$ cat config.mk
export PLATFORM = sky130hd
export DESIGN_NAME = tcme_outq_flat
export DESIGN_NICKNAME = d
export VERILOG_FILES = /design/src/rtl/core/tcme_pkg.sv /design/src/rtl/core/tcme_if.sv /design/src/rtl/core/tcme_outq.sv /design/src/flat_wrapper.sv
export SDC_FILE = /design/constraint.sdc
export NUM_CORES = 1
export LEC_CHECK = 0
export BUFFER_PORTS_ARGS = -buffer_cell sky130_fd_sc_hd__buf_2
export CORE_MARGIN = 2
export CORE_UTILIZATION = 52
export DETAILED_ROUTE_END_ITERATION = 12
export PLACE_DENSITY = 0.84
export SLEW_MARGIN = 20
export SYNTH_ARGS = -nofsm -noshare
export SYNTH_HDL_FRONTEND = slang
export SYNTH_SLANG_ARGS = --single-unit
export TNS_END_PERCENT = 1
$ cat constraint.sdc
create_clock -name clk -period 3.75 [get_ports clk]
set_clock_uncertainty 0.2 [all_clocks]
set_input_delay 0 -clock clk [delete_from_list [all_inputs] [get_ports clk]]
set_output_delay 0 -clock clk [all_outputs]
set_load 0.01 [all_outputs]
$ cat src/rtl/core/tcme_pkg.sv
// Shared types, constants and codes of the triggered capture min/max envelope block.
package tcme_pkg;

  // Default sizing, handed to the top level parameters
  localparam int RING_DEPTH_DEF  = 16384;
  localparam int MAX_COLUMNS_DEF = 4096;

  // Fixed field widths of the channels
  localparam int SAMPLE_BITS = 16;
  localparam int MODE_BITS   = 3;
  localparam int COLUMN_BITS = 12;
  localparam int OFFSET_BITS = 14;
  localparam int COUNT_BITS  = 15;
  localparam int CFG_IDX_BITS  = 2;
  localparam int CFG_DATA_BITS = 15;
  localparam int LEVEL_BITS  = 15;
  localparam int SPAN_BITS   = 15;
  localparam int WIDTH_BITS  = 13;

  // Smallest visible window
  localparam int MIN_SPAN = 16;

  // Register reset values
  localparam logic [LEVEL_BITS-1:0] LEVEL_RESET = 15'd16384;
  localparam logic [SPAN_BITS-1:0]  SPAN_RESET  = 15'd1024;
  localparam logic [WIDTH_BITS-1:0] WIDTH_RESET = 13'd512;

  // Register indexes
  localparam logic [CFG_IDX_BITS-1:0] CFG_TRIGGER_LEVEL = 2'd0;
  localparam logic [CFG_IDX_BITS-1:0] CFG_TIME_SPAN     = 2'd1;
  localparam logic [CFG_IDX_BITS-1:0] CFG_PLOT_WIDTH    = 2'd2;

  // Item modes
  localparam logic [MODE_BITS-1:0] MODE_SAMPLE = 3'd0;
  localparam logic [MODE_BITS-1:0] MODE_PAUSE  = 3'd1;
  localparam logic [MODE_BITS-1:0] MODE_RESUME = 3'd2;
  localparam logic [MODE_BITS-1:0] MODE_ARM    = 3'd3;
  localparam logic [MODE_BITS-1:0] MODE_DISARM = 3'd4;
  localparam logic [MODE_BITS-1:0] MODE_COLUMN = 3'd5;

  // Controller states
  typedef enum logic [3:0] {
    ST_IDLE,
    ST_PREP1,
    ST_PREP2,
    ST_PREP3,
    ST_PREP4,
    ST_MUL,
    ST_LOAD0,
    ST_DIV0,
    ST_LOAD1,
    ST_DIV1,
    ST_BOUNDS,
    ST_ADDR,
    ST_WALK,
    ST_DONE
  } state_t;

  // Commands from controller to datapath
  typedef struct packed {
    logic accept;
    logic push_status;
    logic prep1;
    logic prep2;
    logic prep3;
    logic prep4;
    logic mul;
    logic div_load0;
    logic div_load1;
    logic take_q0;
    logic take_q1;
    logic bounds;
    logic addr;
    logic walk;
    logic set_empty;
    logic push_col;
  } cmd_t;

  // Status from datapath to controller
  typedef struct packed {
    logic early_empty;
    logic num_small;
    logic div_busy;
    logic walk_none;
    logic walk_last;
  } stat_t;

  // One result item
  typedef struct packed {
    logic signed [SAMPLE_BITS-1:0] col_min;
    logic signed [SAMPLE_BITS-1:0] col_max;
    logic                          column_empty;
    logic                          trigger_fired;
    logic                          paused_flag;
    logic                          armed_flag;
    logic [COUNT_BITS-1:0]         stored_count;
  } result_t;

endpackage

$ cat src/rtl/core/tcme_if.sv


interface tcme_out_if;
  import tcme_pkg::*;
  logic                          valid;
  logic                          ready;
  logic signed [SAMPLE_BITS-1:0] col_min;
  logic signed [SAMPLE_BITS-1:0] col_max;
  logic                          column_empty;
  logic                          trigger_fired;
  logic                          paused_flag;
  logic                          armed_flag;
  logic [COUNT_BITS-1:0]         stored_count;

  modport source (output valid, col_min, col_max, column_empty, trigger_fired, paused_flag,
                  armed_flag, stored_count, input ready);
  modport sink (input valid, col_min, col_max, column_empty, trigger_fired, paused_flag,
                armed_flag, stored_count, output ready);
endinterface


$ cat src/rtl/core/tcme_outq.sv
// Two-entry result queue between the datapath and the output channel.
module tcme_outq
  import tcme_pkg::*;
(
  input  logic    clk,
  input  logic    rst,
  input  logic    push,
  input  result_t push_data,
  output logic    space,
  tcme_out_if.source results
);

  result_t     entry [2];
  logic        wr_ptr;
  logic        rd_ptr;
  logic [1:0]  count;
  logic        pop;
  result_t     head;

  assign pop   = results.valid && results.ready;
  assign space = count != 2'd2;
  assign head  = entry[rd_ptr];

  // Advance pointers and count
  always_ff @(posedge clk) begin
    if (rst) begin
      wr_ptr <= 1'b0;
      rd_ptr <= 1'b0;
      count  <= 2'd0;
    end else begin
      if (push) wr_ptr <= ~wr_ptr;
      if (pop) rd_ptr <= ~rd_ptr;
      count <= count + {1'b0, push} - {1'b0, pop};
    end
  end

  always_ff @(posedge clk) begin
    if (push) entry[wr_ptr] <= push_data;
  end

  // Present the oldest request result
  assign results.valid         = count != 2'd0;
  assign results.col_min       = head.col_min;
  assign results.col_max       = head.col_max;
  assign results.column_empty  = head.column_empty;
  assign results.trigger_fired = head.trigger_fired;
  assign results.paused_flag   = head.paused_flag;
  assign results.armed_flag    = head.armed_flag;
  assign results.stored_count  = head.stored_count;

endmodule

$ cat src/flat_wrapper.sv
// flat-port wrapper written by rule: the top's interface ports become plain ports
module tcme_outq_flat import tcme_pkg::*;
  (clk, rst, push, push_data, space, results_valid, results_col_min, results_col_max, results_column_empty, results_trigger_fired, results_paused_flag, results_armed_flag, results_stored_count, results_ready);
  tcme_out_if results_i ();
  input  logic clk;
  input  logic rst;
  input  logic push;
  input  result_t push_data;
  output logic space;
  output wire logic [$bits(results_i.valid)-1:0] results_valid;
  output wire logic [$bits(results_i.col_min)-1:0] results_col_min;
  output wire logic [$bits(results_i.col_max)-1:0] results_col_max;
  output wire logic [$bits(results_i.column_empty)-1:0] results_column_empty;
  output wire logic [$bits(results_i.trigger_fired)-1:0] results_trigger_fired;
  output wire logic [$bits(results_i.paused_flag)-1:0] results_paused_flag;
  output wire logic [$bits(results_i.armed_flag)-1:0] results_armed_flag;
  output wire logic [$bits(results_i.stored_count)-1:0] results_stored_count;
  input wire logic [$bits(results_i.ready)-1:0] results_ready;
  assign results_valid = results_i.valid;
  assign results_col_min = results_i.col_min;
  assign results_col_max = results_i.col_max;
  assign results_column_empty = results_i.column_empty;
  assign results_trigger_fired = results_i.trigger_fired;
  assign results_paused_flag = results_i.paused_flag;
  assign results_armed_flag = results_i.armed_flag;
  assign results_stored_count = results_i.stored_count;
  assign results_i.ready = results_ready;
  tcme_outq u_core (.clk(clk), .rst(rst), .push(push), .push_data(push_data), .space(space), .results(results_i));
endmodule
[After elaboration in Yosys (flattened, before gate mapping)]
Memories as Yosys holds them, arrays and structs flattened. A register that Yosys moved wholly into a read port is not among the register bits.
Cells that the tools add are included.
Operators by class
  bitwise operators: 2
  add/sub/neg operators: 2
  equality and inequality tests: 1
  reduce and logical (&&, ||, !) cells: 2
  $lt $le $gt $ge: 0
  div/mod/pow operators: 0
  shifts and indexed selects: 0
  multipliers: 0
  multiplexer cells: 4
Operators with widths (count)
  1-bit 2-to-1 mux: 4
  2-bit by 1-bit adder with 2-bit output: 1
  2-bit inequality test (second input constant): 1
  1-bit NOT: 2
  2-bit nonzero test: 1
  2-bit by 1-bit subtractor with 2-bit output: 1
  1-bit logical AND: 1
Storage, ports and cells
  latch bits: 0
  memories kept: 1
  bits of input ports: 55
  logic and storage cells: 15
  memory bits (writable): 102
  output and inout bits: 53
  ROM bits: 0
  flip-flop bits (word level): 4
Memory list
  u_core.entry: words 2, bits a word 51, read ports 1, clocked after memory_dff 1, wr ports 1, line tcme_outq.sv:13  | result_t entry [2];

[Longest topological paths before layout]
Gate-level depths: netlist (run 1).
  depth after elaboration: 4
  gate-level depth with buffers: 6
  depth with buffers taken out: 6

[Worst setup path after synthesis (run 1)]
OpenSTA, ideal clock, no wires.
  kind: reg2reg
  from: register u_core.wr_ptr
  to: memory u_core.entry[0][0] in the netlist's numbering (enable)
  buffers on the path: 0
  required time: 3.084 ns
  path slack: 0.482 ns
  cell stages (with the launch flop): 2
  period minus slack after synthesis: 3.268 ns
  setup time: 0.466 ns
  arrival: 2.602 ns
  cell sequence: dfxtp_1 nor2b_1
RTL lines
  start: declaration: line tcme_outq.sv:14  | logic wr_ptr;
  start signal: assignment: line tcme_outq.sv:31  | if (push) wr_ptr <= ~wr_ptr;
  end: declaration: line tcme_outq.sv:13
No word-level cell before the write port.

==> impl_metrics.yaml, run 1 <==
run_status:
  status: "finished clean"
pwr:
  peakVddDrop_v: 0.0004111
  intPower_w: 0.002204
  switching_share: 0.2526
  p_switching_w: 0.0007449
  power_density_nw_per_um2: 533.3
  p_leak_nw: 2.213
  seqPwrFrac: 0.517
  combPwrFrac: 0.224
  clkPwrFrac: 0.259
floorplanning:
  pin_count: 108
  coreArea_um2: 7767
  die_x_um: 93.70
  start_util: 0.5387
  dieArea_um2: 8780
  rows: 32
  die_h_um: 93.70
drt:
  vias: 2183
  drcViolationCount: 0
  wl_per_cell_um: 15.58
  wirelength_mm: 7.120
  viasPerCell: 4.777
  ant_nets: 0
  drt_iter0_markers: 115
  firstDrtPassIters: 4
placement:
  dpl_worst_slack_ns: 1.764
  dp_hpwl_mm: 4.195
  gp_congestion: 0.6667
  port_buffers: 107
setup_path:
  worstPathArrival_ns: 1.93
  cp-end-kind: "output port"
  crit_fanout: 51
  cp.required_ns: 3.55
  worst-setup-path-type: "flip-flop to output port"
  startpoint_type: "flip-flop"
synthesis:
  ys_types: 17
  post-synth-top-count-cell: "edfxtp_1"
  syn_nets: 239
  synth_enable_flop_cells: 102
  synth_common_cells: "edfxtp_1 (102), mux2_4 (50), buf_12 (5), dfxtp_1 (5)"
  synthFlopType: "edfxtp_1"
  syn_inst: 182
  synth-seq-cells: 107
  syn_area_per_cell_um2: 22.99
  synth_area_um2: 4184
  synth_top_area_frac: 0.7321
  ys_warn_count: 0
  netlist_top_cells_area: "edfxtp_1 (73%), mux2_4 (18%), buf_12 (2.4%)"
  seq_area_frac_synth: 0.7560
  async_reset_ff_frac: 0
  synth_largest_area_cell: "edfxtp_1"
cts:
  post_cts_buffers: 0
  cts_sinks: 107
  clockBufferDepth: 2
  clkTransAtPathRegs_ns: 0.10
  cts_tree: "yes"
  postCtsHoldBufs: 55
  numCtsBuffers: 9
  clk_latency_ns: 0.35
  cts_root_buf: "clkbuf_8"
  cts_resized: 0
  cts-htree-levels: 3
cells_and_area:
  regArea_um2: 3167
  finalNetCount: 407
  antenna_cells: 0
  areaGrowthSynthToFinish_pct: 32.18
  fillers: 513
  multi_input_area_um2: 912.1
  layout-drive-gt1-share: 0.5042
global_routing:
  antenna_found_initial: 0
  grt_pass1_wl_mm: 10.80
  grt_overflow: 0
  grt_pass1_vias: 2308
  grt_usage: 0.1674
  grt_max_degree: 52
timing:
  fin_setup_tns_ns: 0
  final.setup.worst_slack_ns: 1.624
  rsz0062_at_grt: "false"
  drv_slew: 0
  max_freq_ghz: 0.4704
  worst_pin_slew_ns: 0.9506
  finalSetupViolations: 0
  hold_viol: 0
  period_minus_slack_ns: 2.126
  fin_crit_sh: 0.5669
  relSlewSlack: 0.3663
job:
  drv_cap: 0
min_path:
  hold_path.class: "input pin to flip-flop"
[through the flow]
stage / total power, W / area [um2] / utilization / std cells / hold WS [ns]
4_1_cts: 0.002958 / 5530 / 0.7120 / 457 / 0.1410
2_1_floorplan: 0.002012 / 4184 / - / 182 / -0.1284
3_5_place_dp: 0.002165 / 4757 / 0.6124 / 386 / -0.008945
5_1_grt: 0.003081 / 5530 / 0.7120 / 457 / 0.1356
3_3_place_gp: 0.002142 / 4756 / 0.6123 / 386 / -0.01080
6_report: 0.002949 / 5530 / 0.7120 / 457 / 0.1564
[layer usage]
| metal | wire length (um) | GRT usage |
|---|---|---|
| met1 | 2843 | 0.1923 |
| met2 | 3762 | 0.2929 |
| met3 | 366 | 0.04575 |
| met4 | 148 | 0.07367 |
| met5 | 0 | 0 |
[layout by cell type (no fill, tap or decap), types with 2 or more instances in the layout]
cell type,n
buf_2,107
bufinv_16,2
clkbuf_8,9
clkinv_4,2
dfxtp_1,4
dlygate4sd3_1,55
edfxtp_1,102
ha_1,2
inv_1,2
inv_6,2
mux2_1,2
mux2_4,50
nor2_1,3
nor2b_1,2
[final timing paths]
| kind | start | to | slack (ns) | depth (start not counted) |
|---|---|---|---|---|
| worst min register to register | u_core.rd_ptr | flip-flop | 0.41 | 2 |
| worst min-delay path | push_data[34] | u_core.entry[0][34] | 0.16 | 2 |
| worst max-delay path | flip-flop | results_col_min[15] | 1.62 | 2 |
| worst max register to register | u_core.wr_ptr | u_core.entry[0][31] | 1.78 | 2 |
[layout make-up]
class                      count  area share
clock buffer                   9     0.02240
clock inverter                 7     0.01787
inverter                       2    0.001357
multi-input combinational     67      0.1649
sequential                   107      0.5726
tap                          102     0.02308
timing repair buffer         163      0.1977
[state kept, by name, indices dropped and copies added, names as in the netlist, named ones only]
register and cells:
u_core.count 2, u_core.entry 102, u_core.rd_ptr 1, u_core.wr_ptr 1
[power by group through the flow]
stage | Combinational (W) | Clock (W) | Sequential, W
after floorplan | 0.000554 | 0 | 0.00146
after global placement | 0.000595 | 0 | 0.00155
after detailed placement | 0.000611 | 0 | 0.00155
after CTS | 0.000657 | 0.000774 | 0.00153
after global routing | 0.000712 | 0.000828 | 0.00154
final | 0.000662 | 0.000763 | 0.00152
[critical path, cell delays in order (launching register included)]
cell and delay, ns:
dfxtp_4 0.98, mux2_2 0.41, buf_2 0.14
[logic make-up (layout without fill, tap and decap cells)]
kind of cell,count (synthesis),after routing,share of synthesized area
DFF,107,107,0.7560
AOI/OAI and AO/OA,1,1,0.003587
and+or+nand+nor,9,9,0.01107
buffers and inverters,8,181,0.02841
xor gates and xnor gates,2,2,0.007476
adders and majority gates,2,2,0.005980
muxes,53,53,0.1875
(Power assumes the default switching activity.)
==> inputs of run 2 (changes only) <==
- ABC_AREA: not set -> 1
- clock period: 3.75 -> 2.09 ns (I/O delays scaled with it)
==> run 2 against run 1 <==
Global-route usage grew 0.35 points. Sequential power grew 72%. Utilization grew 0.16 points. Clock power grew 60%. Synthesized cell count grew 7.1%. Design area grew 0.23%. Sequential share of layout area shrank 0.11 points. Die area shrank 0.20%.
==> impl_metrics.yaml, run 2 <==
job:
  drv_cap: 0
cells_and_area:
  top_regs: "u_core.entry: 102 flops, u_core.count: 2 flops"
  layout-drive-gt1-share: 0.5000
  finalNetCount: 424
  antenna_cells: 0
  fin_util: 0.7136
  areaGrowthSynthToFinish_pct: 32.75
  largest_register_ffs: 102
  layout_commonest_cell: "buf_2"
  regMostFlops: "u_core.entry"
  final_cell_mix: "buf_2 (107), edfxtp_1 (102), dlygate4sd3_1 (54)"
synthesis:
  ys_warn_count: 0
  synth-seq-cells: 107
  syn_inst: 195
  async_reset_ff_frac: 0
  synth_enable_flop_cells: 102
  netlist_top_cells_area: "edfxtp_1 (73%), mux2_4 (18%), buf_12 (2.4%)"
  synth_common_cells: "edfxtp_1 (102), mux2_4 (50), inv_1 (9), nor2_1 (9), nand2_1 (7)"
  ys_types: 13
  synth_largest_area_cell: "edfxtp_1"
  synthFlopType: "edfxtp_1"
  post-synth-top-count-cell: "edfxtp_1"
  seq_area_frac_synth: 0.7576
  syn_nets: 252
  synth_top_area_frac: 0.7336
  synth_area_um2: 4175
  syn_area_per_cell_um2: 21.41
drt:
  dr_wl_met2_mm: 3.999
  wl_met3_um: 356
  wl_met1_mm: 2.780
  wl_per_cell_um: 15.36
  drcViolationCount: 0
  ant_nets: 0
  firstDrtPassIters: 4
  routed.top_layer: "met4"
  vias: 2261
  viasPerCell: 4.770
  drt_iter0_markers: 91
  wirelength_mm: 7.279
floorplanning:
  die_x_um: 93.61
  dieArea_um2: 8762
  coreArea_um2: 7767
  die_h_um: 93.61
  rows: 32
  start_util: 0.5375
  pin_count: 108
setup_path:
  worst-setup-path-type: "flip-flop to output port"
  startpoint_type: "flip-flop"
  cp.required_ns: 1.89
  cp-end-kind: "output port"
  worstPathArrival_ns: 1.71
  path_cells: "buf_4 -> mux2_4 -> buf_2"
  crit_fanout: 18
  cp_slowest_cell: "dfxtp_4"
  cp_slowest_stage_delay_ns: 0.58
timing:
  period_minus_slack_ns: 1.908
  fin_setup_tns_ns: 0
  worst_pin_slew_ns: 0.3829
  finalSetupViolations: 0
  hold_viol: 0
  rsz0062_at_grt: "false"
  fin_crit_sh: 0.9128
  max_freq_ghz: 0.5242
  drv_slew: 0
  final.setup.worst_slack_ns: 0.1822
  relSlewSlack: 0.7448
pwr:
  peakVddDrop_v: 0.0006622
  power_w: 0.005066
  p_leak_nw: 2.246
  power_density_nw_per_um2: 914.0
global_routing:
  grt_overflow: 0
  grt_max_degree: 30
  antenna_found_initial: 0
  grt_usage: 0.1709
  grt_pass1_vias: 2423
  grt_pass1_wl_mm: 11.11
cts:
  clk_latency_ns: 0.34
  numCtsBuffers: 9
  cts_tree: "yes"
  clkTransAtPathRegs_ns: 0.10
  post_cts_buffers: 0
  clockBufferDepth: 2
  cts-htree-levels: 3
  cts_root_buf: "clkbuf_8"
  cts_sinks: 107
run_status:
  status: "finished clean"
placement:
  dpl_worst_slack_ns: 0.4510
  dp_hpwl_mm: 4.495
  port_buffers: 107
  gp_congestion: 0.6930
min_path:
  hold_path.class: "input pin to flip-flop"
==> run 2: final timing paths <==
path | startpoint | endpoint | slack (ns) | cells after the start
worst max-delay path | flip-flop | results_stored_count[12] | 0.18 | 3
worst min-delay path | push_data[42] | u_core.entry[1][42] | 0.16 | 2
worst max register to register | u_core.count[1] | u_core.count[1] | 0.45 | 9
worst min register to register | u_core.rd_ptr | u_core.rd_ptr | 0.33 | 2
==> run 2: what timing repair did <==
| action | 4_1_cts | 5_1_grt |
|---|---|---|
| gates resized for setup | 0 | 4 |
| setup endpoints to repair | 0 | 1 |
| hold buffers | 55 | 0 |
| endpoints found under the hold margin | 107 | 0 |
==> run 2: stage by stage <==
step / hold WS, ns / cell area, um2 / instances
2_1_floorplan: -0.1288 / 4183 / 195
3_3_place_gp: -0.01255 / 4796 / 404
3_5_place_dp: -0.009344 / 4796 / 404
4_1_cts: 0.1443 / 5547 / 475
5_1_grt: 0.1626 / 5543 / 474
6_report: 0.1575 / 5543 / 474
==> run 2: where the power goes <==
| group | total, W | internal [W] | leakage (nW) | switching, W |
|---|---|---|---|---|
| registers | 0.00261 | 0.00250 | 1.00 | 0.000104 |
| clock network | 0.00122 | 0.000562 | 0.103 | 0.000662 |
| logic | 0.00124 | 0.000693 | 1.14 | 0.000542 |
| total | 0.00507 | 0.00376 | 2.25 | 0.00131 |
==> run 2: layout make-up <==
type / count / area [um2]
flip-flops and latches: 107 / 3168
fillers: 502 / 2225
repair buffers: 167 / 1134
multi-input cells: 73 / 879.6
well taps: 102 / 127.6
clock buffers: 9 / 123.9
clock inverters: 7 / 76.32
inverters: 9 / 33.78
==> run 2: critical path: cells and delay by family (launching register included) <==
kind | cells | cell delay (ns)
buffers and inverters | 2 | 0.46
multiplexers | 1 | 0.32
flip-flops | 1 | 0.58
==> run 2: kinds of logic (layout without fill, tap and decap cells) <==
kind of cell	count (synthesis)	in the layout	share of synthesized area
muxes	51	51	0.1825
adders and majority gates	2	2	0.005992
DFF	107	107	0.7576
and+or+nand+nor	19	19	0.01798
buffers and inverters	15	192	0.03476
AOI/OAI and AO/OA	1	1	0.001198
==> run 2: layer usage <==
| layer | vias to the layer above | track usage |
|---|---|---|
| met5 | - | 0 |
| met4 | 0 | 0.07246 |
| met3 | 14 | 0.04029 |
| met2 | 78 | 0.3165 |
| met1 | 1084 | 0.1860 |
| li1 | 1085 | - |
