$ cat src/rtl/core/tcme_pkg.sv
// Shared types, constants and codes of the triggered capture min/max envelope block.
package tcme_pkg;

  // Default sizing, handed to the top level parameters
  localparam int RING_DEPTH_DEF  = 16384;
  localparam int MAX_COLUMNS_DEF = 4096;

  // Fixed field widths of the channels
  localparam int SAMPLE_BITS = 16;
  localparam int MODE_BITS   = 3;
  localparam int COLUMN_BITS = 12;
  localparam int OFFSET_BITS = 14;
  localparam int COUNT_BITS  = 15;
  localparam int CFG_IDX_BITS  = 2;
  localparam int CFG_DATA_BITS = 15;
  localparam int LEVEL_BITS  = 15;
  localparam int SPAN_BITS   = 15;
  localparam int WIDTH_BITS  = 13;

  // Smallest visible window
  localparam int MIN_SPAN = 16;

  // Register reset values
  localparam logic [LEVEL_BITS-1:0] LEVEL_RESET = 15'd16384;
  localparam logic [SPAN_BITS-1:0]  SPAN_RESET  = 15'd1024;
  localparam logic [WIDTH_BITS-1:0] WIDTH_RESET = 13'd512;

  // Register indexes
  localparam logic [CFG_IDX_BITS-1:0] CFG_TRIGGER_LEVEL = 2'd0;
  localparam logic [CFG_IDX_BITS-1:0] CFG_TIME_SPAN     = 2'd1;
  localparam logic [CFG_IDX_BITS-1:0] CFG_PLOT_WIDTH    = 2'd2;

  // Item modes
  localparam logic [MODE_BITS-1:0] MODE_SAMPLE = 3'd0;
  localparam logic [MODE_BITS-1:0] MODE_PAUSE  = 3'd1;
  localparam logic [MODE_BITS-1:0] MODE_RESUME = 3'd2;
  localparam logic [MODE_BITS-1:0] MODE_ARM    = 3'd3;
  localparam logic [MODE_BITS-1:0] MODE_DISARM = 3'd4;
  localparam logic [MODE_BITS-1:0] MODE_COLUMN = 3'd5;

  // Controller states
  typedef enum logic [3:0] {
    ST_IDLE,
    ST_PREP1,
    ST_PREP2,
    ST_PREP3,
    ST_PREP4,
    ST_MUL,
    ST_LOAD0,
    ST_DIV0,
    ST_LOAD1,
    ST_DIV1,
    ST_BOUNDS,
    ST_ADDR,
    ST_WALK,
    ST_DONE
  } state_t;

  // Commands from controller to datapath
  typedef struct packed {
    logic accept;
    logic push_status;
    logic prep1;
    logic prep2;
    logic prep3;
    logic prep4;
    logic mul;
    logic div_load0;
    logic div_load1;
    logic take_q0;
    logic take_q1;
    logic bounds;
    logic addr;
    logic walk;
    logic set_empty;
    logic push_col;
  } cmd_t;

  // Status from datapath to controller
  typedef struct packed {
    logic early_empty;
    logic num_small;
    logic div_busy;
    logic walk_none;
    logic walk_last;
  } stat_t;

  // One result item
  typedef struct packed {
    logic signed [SAMPLE_BITS-1:0] col_min;
    logic signed [SAMPLE_BITS-1:0] col_max;
    logic                          column_empty;
    logic                          trigger_fired;
    logic                          paused_flag;
    logic                          armed_flag;
    logic [COUNT_BITS-1:0]         stored_count;
  } result_t;

endpackage

$ cat src/rtl/core/tcme_ctrl.sv
// Controller state machine: sequences item handling and column requests.
module tcme_ctrl
  import tcme_pkg::*;
(
  input  logic                 clk,
  input  logic                 rst,
  input  logic                 in_valid,
  input  logic [MODE_BITS-1:0] mode,
  input  logic                 q_space,
  input  stat_t                stat,
  output logic                 in_ready,
  output cmd_t                 cmd
);

  state_t state;
  state_t state_next;
  logic   accept;

  assign accept = in_valid && in_ready;

  // Hold the state
  always_ff @(posedge clk) begin
    if (rst) begin
      state <= ST_IDLE;
    end else begin
      state <= state_next;
    end
  end

  // Advance through the column request steps
  always_comb begin
    state_next = state;
    unique case (state)
      ST_IDLE: begin
        if (accept && mode == MODE_COLUMN) state_next = ST_PREP1;
      end
      ST_PREP1: state_next = stat.early_empty ? ST_DONE : ST_PREP2;
      ST_PREP2: state_next = ST_PREP3;
      ST_PREP3: state_next = ST_PREP4;
      ST_PREP4: state_next = ST_MUL;
      ST_MUL:   state_next = stat.num_small ? ST_DONE : ST_LOAD0;
      ST_LOAD0: state_next = ST_DIV0;
      ST_DIV0: begin
        if (!stat.div_busy) state_next = ST_LOAD1;
      end
      ST_LOAD1: state_next = ST_DIV1;
      ST_DIV1: begin
        if (!stat.div_busy) state_next = ST_BOUNDS;
      end
      ST_BOUNDS: state_next = stat.walk_none ? ST_DONE : ST_ADDR;
      ST_ADDR:   state_next = ST_WALK;
      ST_WALK: begin
        if (stat.walk_last) state_next = ST_DONE;
      end
      ST_DONE: begin
        if (q_space) state_next = ST_IDLE;
      end
      default: state_next = ST_IDLE;
    endcase
  end

  // Drive handshake and datapath commands
  always_comb begin
    cmd      = '0;
    in_ready = 1'b0;
    unique case (state)
      ST_IDLE: begin
        in_ready = q_space;
        if (accept) begin
          cmd.accept      = 1'b1;
          cmd.push_status = (mode != MODE_COLUMN);
        end
      end
      ST_PREP1: begin
        cmd.prep1     = 1'b1;
        cmd.set_empty = stat.early_empty;
      end
      ST_PREP2: cmd.prep2 = 1'b1;
      ST_PREP3: cmd.prep3 = 1'b1;
      ST_PREP4: cmd.prep4 = 1'b1;
      ST_MUL: begin
        cmd.mul       = !stat.num_small;
        cmd.set_empty = stat.num_small;
      end
      ST_LOAD0: cmd.div_load0 = 1'b1;
      ST_DIV0:  cmd.take_q0 = !stat.div_busy;
      ST_LOAD1: cmd.div_load1 = 1'b1;
      ST_DIV1:  cmd.take_q1 = !stat.div_busy;
      ST_BOUNDS: begin
        cmd.bounds    = !stat.walk_none;
        cmd.set_empty = stat.walk_none;
      end
      ST_ADDR: cmd.addr = 1'b1;
      ST_WALK: cmd.walk = 1'b1;
      ST_DONE: cmd.push_col = q_space;
      default: ;
    endcase
  end

endmodule

$ cat config.mk
export PLATFORM = sky130hd
export DESIGN_NAME = tcme_ctrl
export DESIGN_NICKNAME = d
export VERILOG_FILES = /design/src/rtl/core/tcme_pkg.sv /design/src/rtl/core/tcme_ctrl.sv
export SDC_FILE = /design/constraint.sdc
export NUM_CORES = 1
export LEC_CHECK = 0
export ABC_AREA = 1
export BUFFER_PORTS_ARGS = -buffer_cell sky130_fd_sc_hd__buf_2
export CORE_MARGIN = 2
export CORE_UTILIZATION = 35
export CTS_BUF_LIST = sky130_fd_sc_hd__clkbuf_8
export CTS_CLUSTER_SIZE = 16
export DETAILED_ROUTE_END_ITERATION = 12
export HOLD_SLACK_MARGIN = 0.1
export PLACE_DENSITY = 0.74
export SLEW_MARGIN = 5
export SYNTH_ARGS = -nofsm -noshare
export SYNTH_HDL_FRONTEND = slang
export SYNTH_SLANG_ARGS = --single-unit
$ cat constraint.sdc
create_clock -name clk -period 3.4 [get_ports clk]
set_clock_uncertainty 0.15 [all_clocks]
set_input_delay 0.34 -clock clk [delete_from_list [all_inputs] [get_ports clk]]
set_output_delay 0.34 -clock clk [all_outputs]
set_load 0.05 [all_outputs]
-- Word-level counts from Yosys, hierarchy flattened
Index checks and enable logic that the tools add are counted.
- logic and storage cells: 54
- latch bits: 0
- bits in writable memories: 0
- register bits: 4
- bits in read-only memories: 0
- memories kept: 0
- bits of input ports: 12
- output and inout bits: 17
- magnitude comparators: 0
- divide/modulo/power cells: 0
- equal/unequal tests: 20
- reductions and logical operators: 7
- shifts and indexed selects: 0
- add/subtract/negate cells: 0
- muxes and demuxes: 26
- bitwise operators: 0
- $mul: 0
- operators with widths (cell ; number):
    4-bit case mux with 14 select lines ; 1
    4-bit two-way mux ; 7
    4-bit equality test, second input constant ; 6
    4-bit by 3-bit equality test with 1-bit output, second input constant ; 4
    1-bit two-way mux ; 14
    2-bit inequality test, second input constant ; 5
    4-bit by 2-bit equality test with 1-bit output, second input constant ; 2
    5-bit AND reduction ; 1
    4-bit by 1-bit equality test with 1-bit output, second input constant ; 1
    4-bit logical NOT ; 1
    2-bit two-way mux ; 2
    3-bit equality test, second input constant ; 1
    1-bit logical NOT ; 3
    3-bit two-way mux ; 1
    3-bit inequality test, second input constant ; 1
    1-bit case mux with 3 select lines ; 1
    1-bit logical AND ; 2

-- Longest topological paths before layout
Gate-level depths: netlist of the first run.
- depth after elaboration: 6
- depth in mapped cells: 10
- depth with buffers taken out: 10

-- Least setup slack after synthesis of the first run
OpenSTA, ideal clock, no wires.
- path type: register to output
- from: reg state[0]
- to: out cmd[14] (netlist name)
- buffers on the path: 0
- cell stages (with the launch flop): 6
- arrival time: 2.201 ns
- slack: 0.709 ns
- path through: dfxtp_1 nor2_1 nand2_1 nor2_1 nand2_1 nor2_1
- RTL lines (item ; line ; text):
    start, declared ; tcme_ctrl.sv:15 ; state_t state;
    start signal, assigned ; tcme_ctrl.sv:26 ; state <= state_next;
    end, declared ; tcme_ctrl.sv:12 ; output cmd_t cmd

==> results of run 1 <==
kinds of logic (layout without fill, tap and decap cells):
kind of cell    after synthesis  after routing
simple gates                 73             73
buf+inv                      22             53
compound gates                4              4
flops                         4              4
worst min-delay path: cells and delay by family:
| kind | cells | cell delay [ns] |
|---|---|---|
| buffers and inverters | 2 | 0.12 |
| and+or+nand+nor | 2 | 0.10 |
power by group:
part	switching, mW	total (mW)	internal (mW)
Clock	0.0219	0.0970	0.0752
Sequential	0.0304	0.0990	0.0686
Combinational	0.348	0.479	0.131
Total	0.401	0.675	0.274
cell usage after synthesis:
| library cell | instances |
|---|---|
| nand2_1 | 33 |
| dfxtp_1 | 4 |
| nor2_4 | 1 |
| inv_1 | 19 |
| o21ai_0 | 3 |
| nor2_2 | 1 |
| a31oi_4 | 1 |
| inv_2 | 2 |
| nor2_1 | 26 |
| clkinv_1 | 1 |
| nand2_2 | 2 |
| nor3_1 | 2 |
| nand3_1 | 8 |
per-layer routing:
metal,share of wire [%],GRT usage (%)
met1,44,17.7
met2,48,26.3
met3,6.5,3.91
met4,1.1,7.74
met5,0,0
how the worst min path moves through the flow:
stage               cells past startpoint        to  slack (ns)  startpoint
detailed placement                      2  state[2]        0.40    state[2]
CTS                                     4  state[3]        0.25         rst
finish                                  4  state[3]        0.25         rst
floorplan                               3  state[3]        0.35         rst
global route                            4  state[3]        0.27         rst
global placement                        2  state[2]        0.40    state[2]
metrics by stage:
step	cell area, um^2	setup WS (ns)
floorplan	500	0.709
global placement	659	1.66
detailed placement	659	1.61
CTS	701	1.37
global route	701	1.23
finish	701	1.36
area by class of cell:
cell class                 count  area (um^2)  area share, %
multi-input combinational     77          338           48.2
timing repair buffer          28          140           20.0
clock buffer                   3         41.3           5.89
inverter                      22         82.6           11.8
sequential                     4         80.1           11.4
tap                           15         18.8           2.68
==> impl_summary.txt, run 1 <==
----------------------------------------------------
[Critical path]
  Peak per-stage delay on the critical path ... 0.35 ns
  Buf+Inv Stages, Crit Path ... 1
  Crit Reg-Reg Startpoint ... state[2]
  Startpoint of the most critical setup path ... state[2]
  Dominant delay contributor by cell family on the critical path ... simple AND/OR/NAND/NOR gates
  Startpoint class of the critical path ... flip-flop
  WP data arrival ... ~1.6 ns
  Critical path depth ... 6
  Worst path cell trace ... nor2_1 -> nand2_1 -> nor2_1 -> nand2_1 -> nor2_1 -> buf_2
  Crit path capture ... cmd[14]
  Setup Crit Path Kind ... reg -> out
  Reg-to-Reg End ... state[0]
  Largest driver fanout on the critical path ... 7
  Minimum setup slack among reg-to-reg paths ... 1.96 ns
  Type of element capturing the critical path ... primary output
  Critical Path Slowest Stage Cell ... dfxtp_1
  Crit-path most repeated cell ... nor2_1
  Required time reported for the critical path endpoint ... a little under 3 ns
  Worst Reg-to-Reg Cells ... 6

[Global routing]
  Sum of overflow across all layers after global routing ... 0
  Global-route wire length before repair ... between 2000 and 2500 um
  Global-route total usage across every layer ... about 15%
  Largest net degree at the start of global routing ... 8
  Via count of the first global-routing pass ... 541
  Number of antenna violations at the first check in global routing ... 0

[Outcome]
  Outcome ... finished, final reports clean

[CTS]
  Worst-skew pair later-pin latency ... ~0.21 ns
  CTS H-tree depth ... 1
  Inserted Clock Buffers ... 3
  Clock input transition at the sequential cells of the worst setup and hold paths ... approximately 0.03 ns
  Clock tree from TritonCTS ... done
  Number of gates given a new drive strength after cts ... 0
  Post-CTS setup buffers ... 0
  CTS sink count ... 4
  Clock tree buffer depth ... 2
  Number of buffers inserted for hold repair after clock tree synthesis ... 0
  Cell chosen for the clock root ... clkbuf_8

[Timing]
  Final Setup Violations ... 0
  Post-route setup TNS ... 0 ns
  Slew Viols, Final ... 0
  Minimum clock period after layout ... 2.04 ns
  RSZ-0062 raised after global routing ... no
  Headroom to the max-slew limit ... 82.4%
  Final Hold Vio Count ... 0
  Hold Worst Slack ... 0.246 ns
  Transition time at the pin with the least slew margin ... approximately 0.26 ns
  Achievable frequency ... just under 0.5 GHz
  Period utilization ... about 60%

[Synthesis]
  Fraction of post-synthesis cell area in the top cell type by area ... about 25%
  Post-Synth XOR/XNOR Area ... 0%
  Syn_area_per_cell ... just under 5 um^2
  Post-Syn Area ... approximately 500 um^2
  Complex-gate fraction of the synthesized area ... roughly 7.2%
  Post-Syn Instances ... between 100 and 150
  Post-synthesis share of cell area spent on and, or, nand and nor gates ... between 60% and 70%
  Sequential-to-total area share from yosys stat ... between 15 and 20%
  Cell types occupying the most area after synthesis ... nand2_1 (25%), nor2_1 (19%), dfxtp_1 (16%)
  Adder-cell area share of the yosys netlist ... 0%
  Yosys warning count ... 0
  Netlist cell types ... 13
  Multiplexer area fraction after synthesis ... 0%
  Leading area contributor after synthesis ... nand2_1
  Post-Synthesis Net Count ... approximately 120
  Flop and latch count out of synthesis ... 4
  Largest family of logic cells by synthesized area ... simple AND/OR/NAND/NOR gates

[Finish]
  Register with the most flip-flops ... state
  Commonest cells after routing, fill and taps aside ... nand2_1 (33), buf_2 (28), nor2_1 (26)
  Layout overhead on the synthesized area ... 40.0%
  Net count of the finished layout ... between 100 and 150
  Final core occ ... 53.2%
  Count of fill cells added during filler insertion ... 163
  Number of antenna cells inserted ... 0
  Final std cells w/o fill ... between 100 and 150
  Share of layout cells above drive strength 1 ... roughly 28%
  Max FFs per register ... 4
  Most common library cell in the layout ignoring fill and taps ... nand2_1
  Regs by FF count ... state: 4 flops

[Detailed routing]
  Initial detailed-routing violation count ... 13
  Number of vias per cell after detailed routing ... approximately 4.5
  Total vias in the final route ... approximately 670
  Final wirelength ... around 1300 um
  Pre-antenna DRT Iters ... 4
  WL/cell ... 8.50 um
  Remaining routing DRC violations ... 0
  Antenna-violating nets left ... 0

[Die]
  Row cnt ... 13
  Die Outline Area ... around 0.0017 mm^2
  Initial Utilization ... between 30% and 40%
  Std-Cell Core Area ... ~0.0013 mm^2
  Floorplan die width ... between 40 and 50 um
  Top Ports ... 29
  Die height ... around 42 um

[Pwr]
  Total power draw ... 675 uW
  Lkg Pwr ... 0.508 nW
  PwrDens ... roughly 960 mW/mm^2
  Maximum vdd drop ... approximately 0.00048 V

[Place]
  Port buffer count ... 28
  Final RePlAce weighted congestion ... 0.817
  Number of placed instances, taps included ... about 150
  Half-perimeter wire length of the detailed placement result ... around 1100 um

[Worst hold path]
  Worst min path class ... in -> reg

[Flow run]
  Max-capacitance violation count ... 0

----------------------------------------------------
Note: power is estimated with default switching activity, not from simulation.
==> run 2: changes to the inputs <==
--- a/config.mk
+++ b/config.mk
@@ -13,7 +13,7 @@
 export CTS_CLUSTER_SIZE = 16
 export DETAILED_ROUTE_END_ITERATION = 12
 export HOLD_SLACK_MARGIN = 0.1
-export PLACE_DENSITY = 0.74
+export PLACE_DENSITY = 0.77
 export SLEW_MARGIN = 5
 export SYNTH_ARGS = -nofsm -noshare
 export SYNTH_HDL_FRONTEND = slang
==> constraint.sdc (replaced) <==
create_clock -name clk -period 1.7 [get_ports clk]
set_clock_uncertainty 0.15 [all_clocks]
set_input_delay 0.17 -clock clk [delete_from_list [all_inputs] [get_ports clk]]
set_output_delay 0.17 -clock clk [all_outputs]
set_load 0.05 [all_outputs]
==> run 2 against run 1 <==
- total power grew 120%
- setup slack lost 1.3 ns
- wire length grew 11%
- non-clock buffer count grew 3
- first-iteration DRC count grew 69%
- clock power grew 110%
- via count grew 5.2%
- final cell count grew 2.0%
- global-route usage grew 1.0 points
- register-to-register slack lost 1.7 ns
- sequential power grew 120%
- die area is the same
- critical path type unchanged
==> impl_summary.txt, run 2 (synthesized netlist as in run 1, its figures left out) <==
----------------------------------------------------
[Die]
  Die Outline Area ... 0.00175 mm^2 (unchanged)
  Die height ... 41.8 um (unchanged)
  Std-Cell Core Area ... 0.00132 mm^2 (unchanged)
  Floorplan die width ... 41.8 um (unchanged)
  Row cnt ... 13 (unchanged)
  Top Ports ... 29 (unchanged)
  Initial Utilization ... 38.0% (unchanged)

[Finish]
  Register with the most flip-flops ... state
  Commonest cells after routing, fill and taps aside ... nand2_1 (31), buf_2 (23), nor2_1 (22)
  Final core occ ... 59.3% (+6.1 points)
  Max FFs per register ... 4 (unchanged)
  Regs by FF count ... state: 4 flops
  Most common library cell in the layout ignoring fill and taps ... nand2_1
  Number of antenna cells inserted ... 0 (unchanged)
  Net count of the finished layout ... 151 (+2.0%)
  Share of layout cells above drive strength 1 ... 38.0% (+9.6 points)
  Layout overhead on the synthesized area ... 56.0%

[Critical path]
  Largest driver fanout on the critical path ... 6 (-1)
  Setup Crit Path Kind ... reg -> out
  Type of element capturing the critical path ... primary output
  Startpoint class of the critical path ... flip-flop
  WP data arrival ... 1.32 ns (-0.23 ns)
  Required time reported for the critical path endpoint ... 1.38 ns (-1.53 ns)
  Minimum setup slack among reg-to-reg paths ... 0.29 ns (-1.67 ns)

[Detailed routing]
  Antenna-violating nets left ... 0 (unchanged)
  WL/cell ... 9.20 um (+8.3%)
  Total vias in the final route ... 707 (+5.2%)
  Pre-antenna DRT Iters ... 4 (unchanged)
  Final wirelength ... 1400 um (+11%)
  Initial detailed-routing violation count ... 22 (+9)
  Remaining routing DRC violations ... 0 (unchanged)
  Number of vias per cell after detailed routing ... 4.65 (+3.1%)

[Pwr]
  Clk pwr share ... 13.4% (-1.0 points)
  Share of total power consumed by net switching ... 57.7% (-1.7 points)
  Proportion of power drawn by flip-flops and latches ... 14.4% (-0.3 points)
  Maximum vdd drop ... 0.000765 V (+59%)
  Combinational share of power ... 72.2% (+1.2 points)
  P_int ... 633 uW (+130%)
  PwrDens ... 1920 mW/mm^2 (+99%)
  Total power draw ... 1.50 mW (+120%)
  Switching pwr ... 864 uW (+120%)
  Lkg Pwr ... 0.515 nW (+1.5%)

[Global routing]
  Global-route wire length before repair ... 2170 um (+5.3%)
  Met1 usage ... 17.5% (-0.21 points)
  Number of antenna violations at the first check in global routing ... 0 (unchanged)
  Via count of the first global-routing pass ... 570 (+5.4%)
  Largest net degree at the start of global routing ... 8 (unchanged)
  Global routing's busiest layer ... met2
  Sum of overflow across all layers after global routing ... 0 (unchanged)
  Routing usage on met3 ... 2.61% (-1.3 points)
  Global-route total usage across every layer ... 16.5% (+1.0 points)
  Routing usage on met2 ... 29.1% (+2.8 points)

[Timing]
  Final Setup Violations ... 0 (unchanged)
  Headroom to the max-slew limit ... 75.6% (-6.8 points)
  Period utilization ... a little over nine tenths
  Slew Viols, Final ... 0 (unchanged)
  Transition time at the pin with the least slew margin ... 0.364 ns (+0.101 ns)
  Minimum clock period after layout ... 1.64 ns
  Achievable frequency ... between 0.6 and 0.7 GHz
  RSZ-0062 raised after global routing ... yes
  Final Hold Vio Count ... 0 (unchanged)

[Outcome]
  Outcome ... finished, final reports clean

[CTS]
  Clock tree from TritonCTS ... done
  Clock input transition at the sequential cells of the worst setup and hold paths ... 0.03 ns (about the same)
  Inserted Clock Buffers ... 3 (unchanged)
  Cell chosen for the clock root ... clkbuf_8
  Clock tree buffer depth ... 2 (unchanged)
  Worst-skew pair later-pin latency ... 0.22 ns (about the same)
  CTS sink count ... 4 (unchanged)
  CTS H-tree depth ... 1 (unchanged)

[Worst hold path]
  Worst min path class ... in -> reg

[Place]
  Half-perimeter wire length of the detailed placement result ... 1080 um (-5.0%)
  Final RePlAce weighted congestion ... 0.811 (-0.82%)
  Port buffer count ... 28 (unchanged)

[Flow run]
  Max-capacitance violation count ... 0 (unchanged)

----------------------------------------------------
[run 2: changes by cell type in the layout (fill, tap and decap cells not counted), sizes merged]
cell / delta
dlygate4sd3: +1
clkinvlp: +1
inv: -1
clkbuf: +2
[run 2: repair_timing]
action,in CTS,in global routing
gates cloned,0,0
hold endpoints to repair,3,0
pin swaps,2,0
gates resized for setup,4,7
hold buffers,1,0
setup buffers,2,0
endpoints found under the setup margin,3,9
[run 2: layout make-up]
cell class	count	area, um^2
Timing Repair Buffer	31	181
Tap cell	15	18.8
Inverter	22	86.3
Fill cell	141	537
Sequential cell	4	85.1
Multi-Input combinational cell	77	368
Clock buffer	3	41.3
[run 2: routing by layer]
metal	wire, um	vias to the layer above
met5	0	-
met4	33	0
met3	125	4
met2	680	39
met1	559	292
li1	-	372
[run 2: power by group through the flow]
stage | clock network, mW | registers [mW] | logic [mW]
2_1_floorplan | 0 | 0.196 | 0.818
3_3_place_gp | 0 | 0.201 | 0.995
3_5_place_dp | 0 | 0.207 | 0.991
4_1_cts | 0.203 | 0.205 | 1.07
5_1_grt | 0.206 | 0.226 | 1.18
6_report | 0.200 | 0.216 | 1.08
[run 2: worst paths after layout]
kind / startpoint / endpoint / depth (start not counted)
min: stat[2] / state[3] / 6
max reg2reg: state[0] / state[1] / 9
min reg2reg: state[2] / state[2] / 2
max: state[3] / cmd[15] / 6
[run 2: per-stage QoR]
stage	instance area [um^2]	TNS, ns	worst slack [ns]	instances	hold WS [ns]
3_5_place_dp	691	0	0.116	146	0.299
5_1_grt	781	-0.0265	-0.0189	152	0.258
3_3_place_gp	691	0	0.141	146	0.304
2_1_floorplan	532	-0.0383	-0.0383	103	0.175
6_report	781	0	0.0598	152	0.209
4_1_cts	767	0	0.00386	152	0.223
[run 2: critical path, stage by stage, from the launching register on]
cell	delay (ns)
dfxtp_2	0.34
nor2_2	0.16
nand2_2	0.12
nor2_4	0.13
nand2_2	0.09
clkinvlp_4	0.07
buf_4	0.18
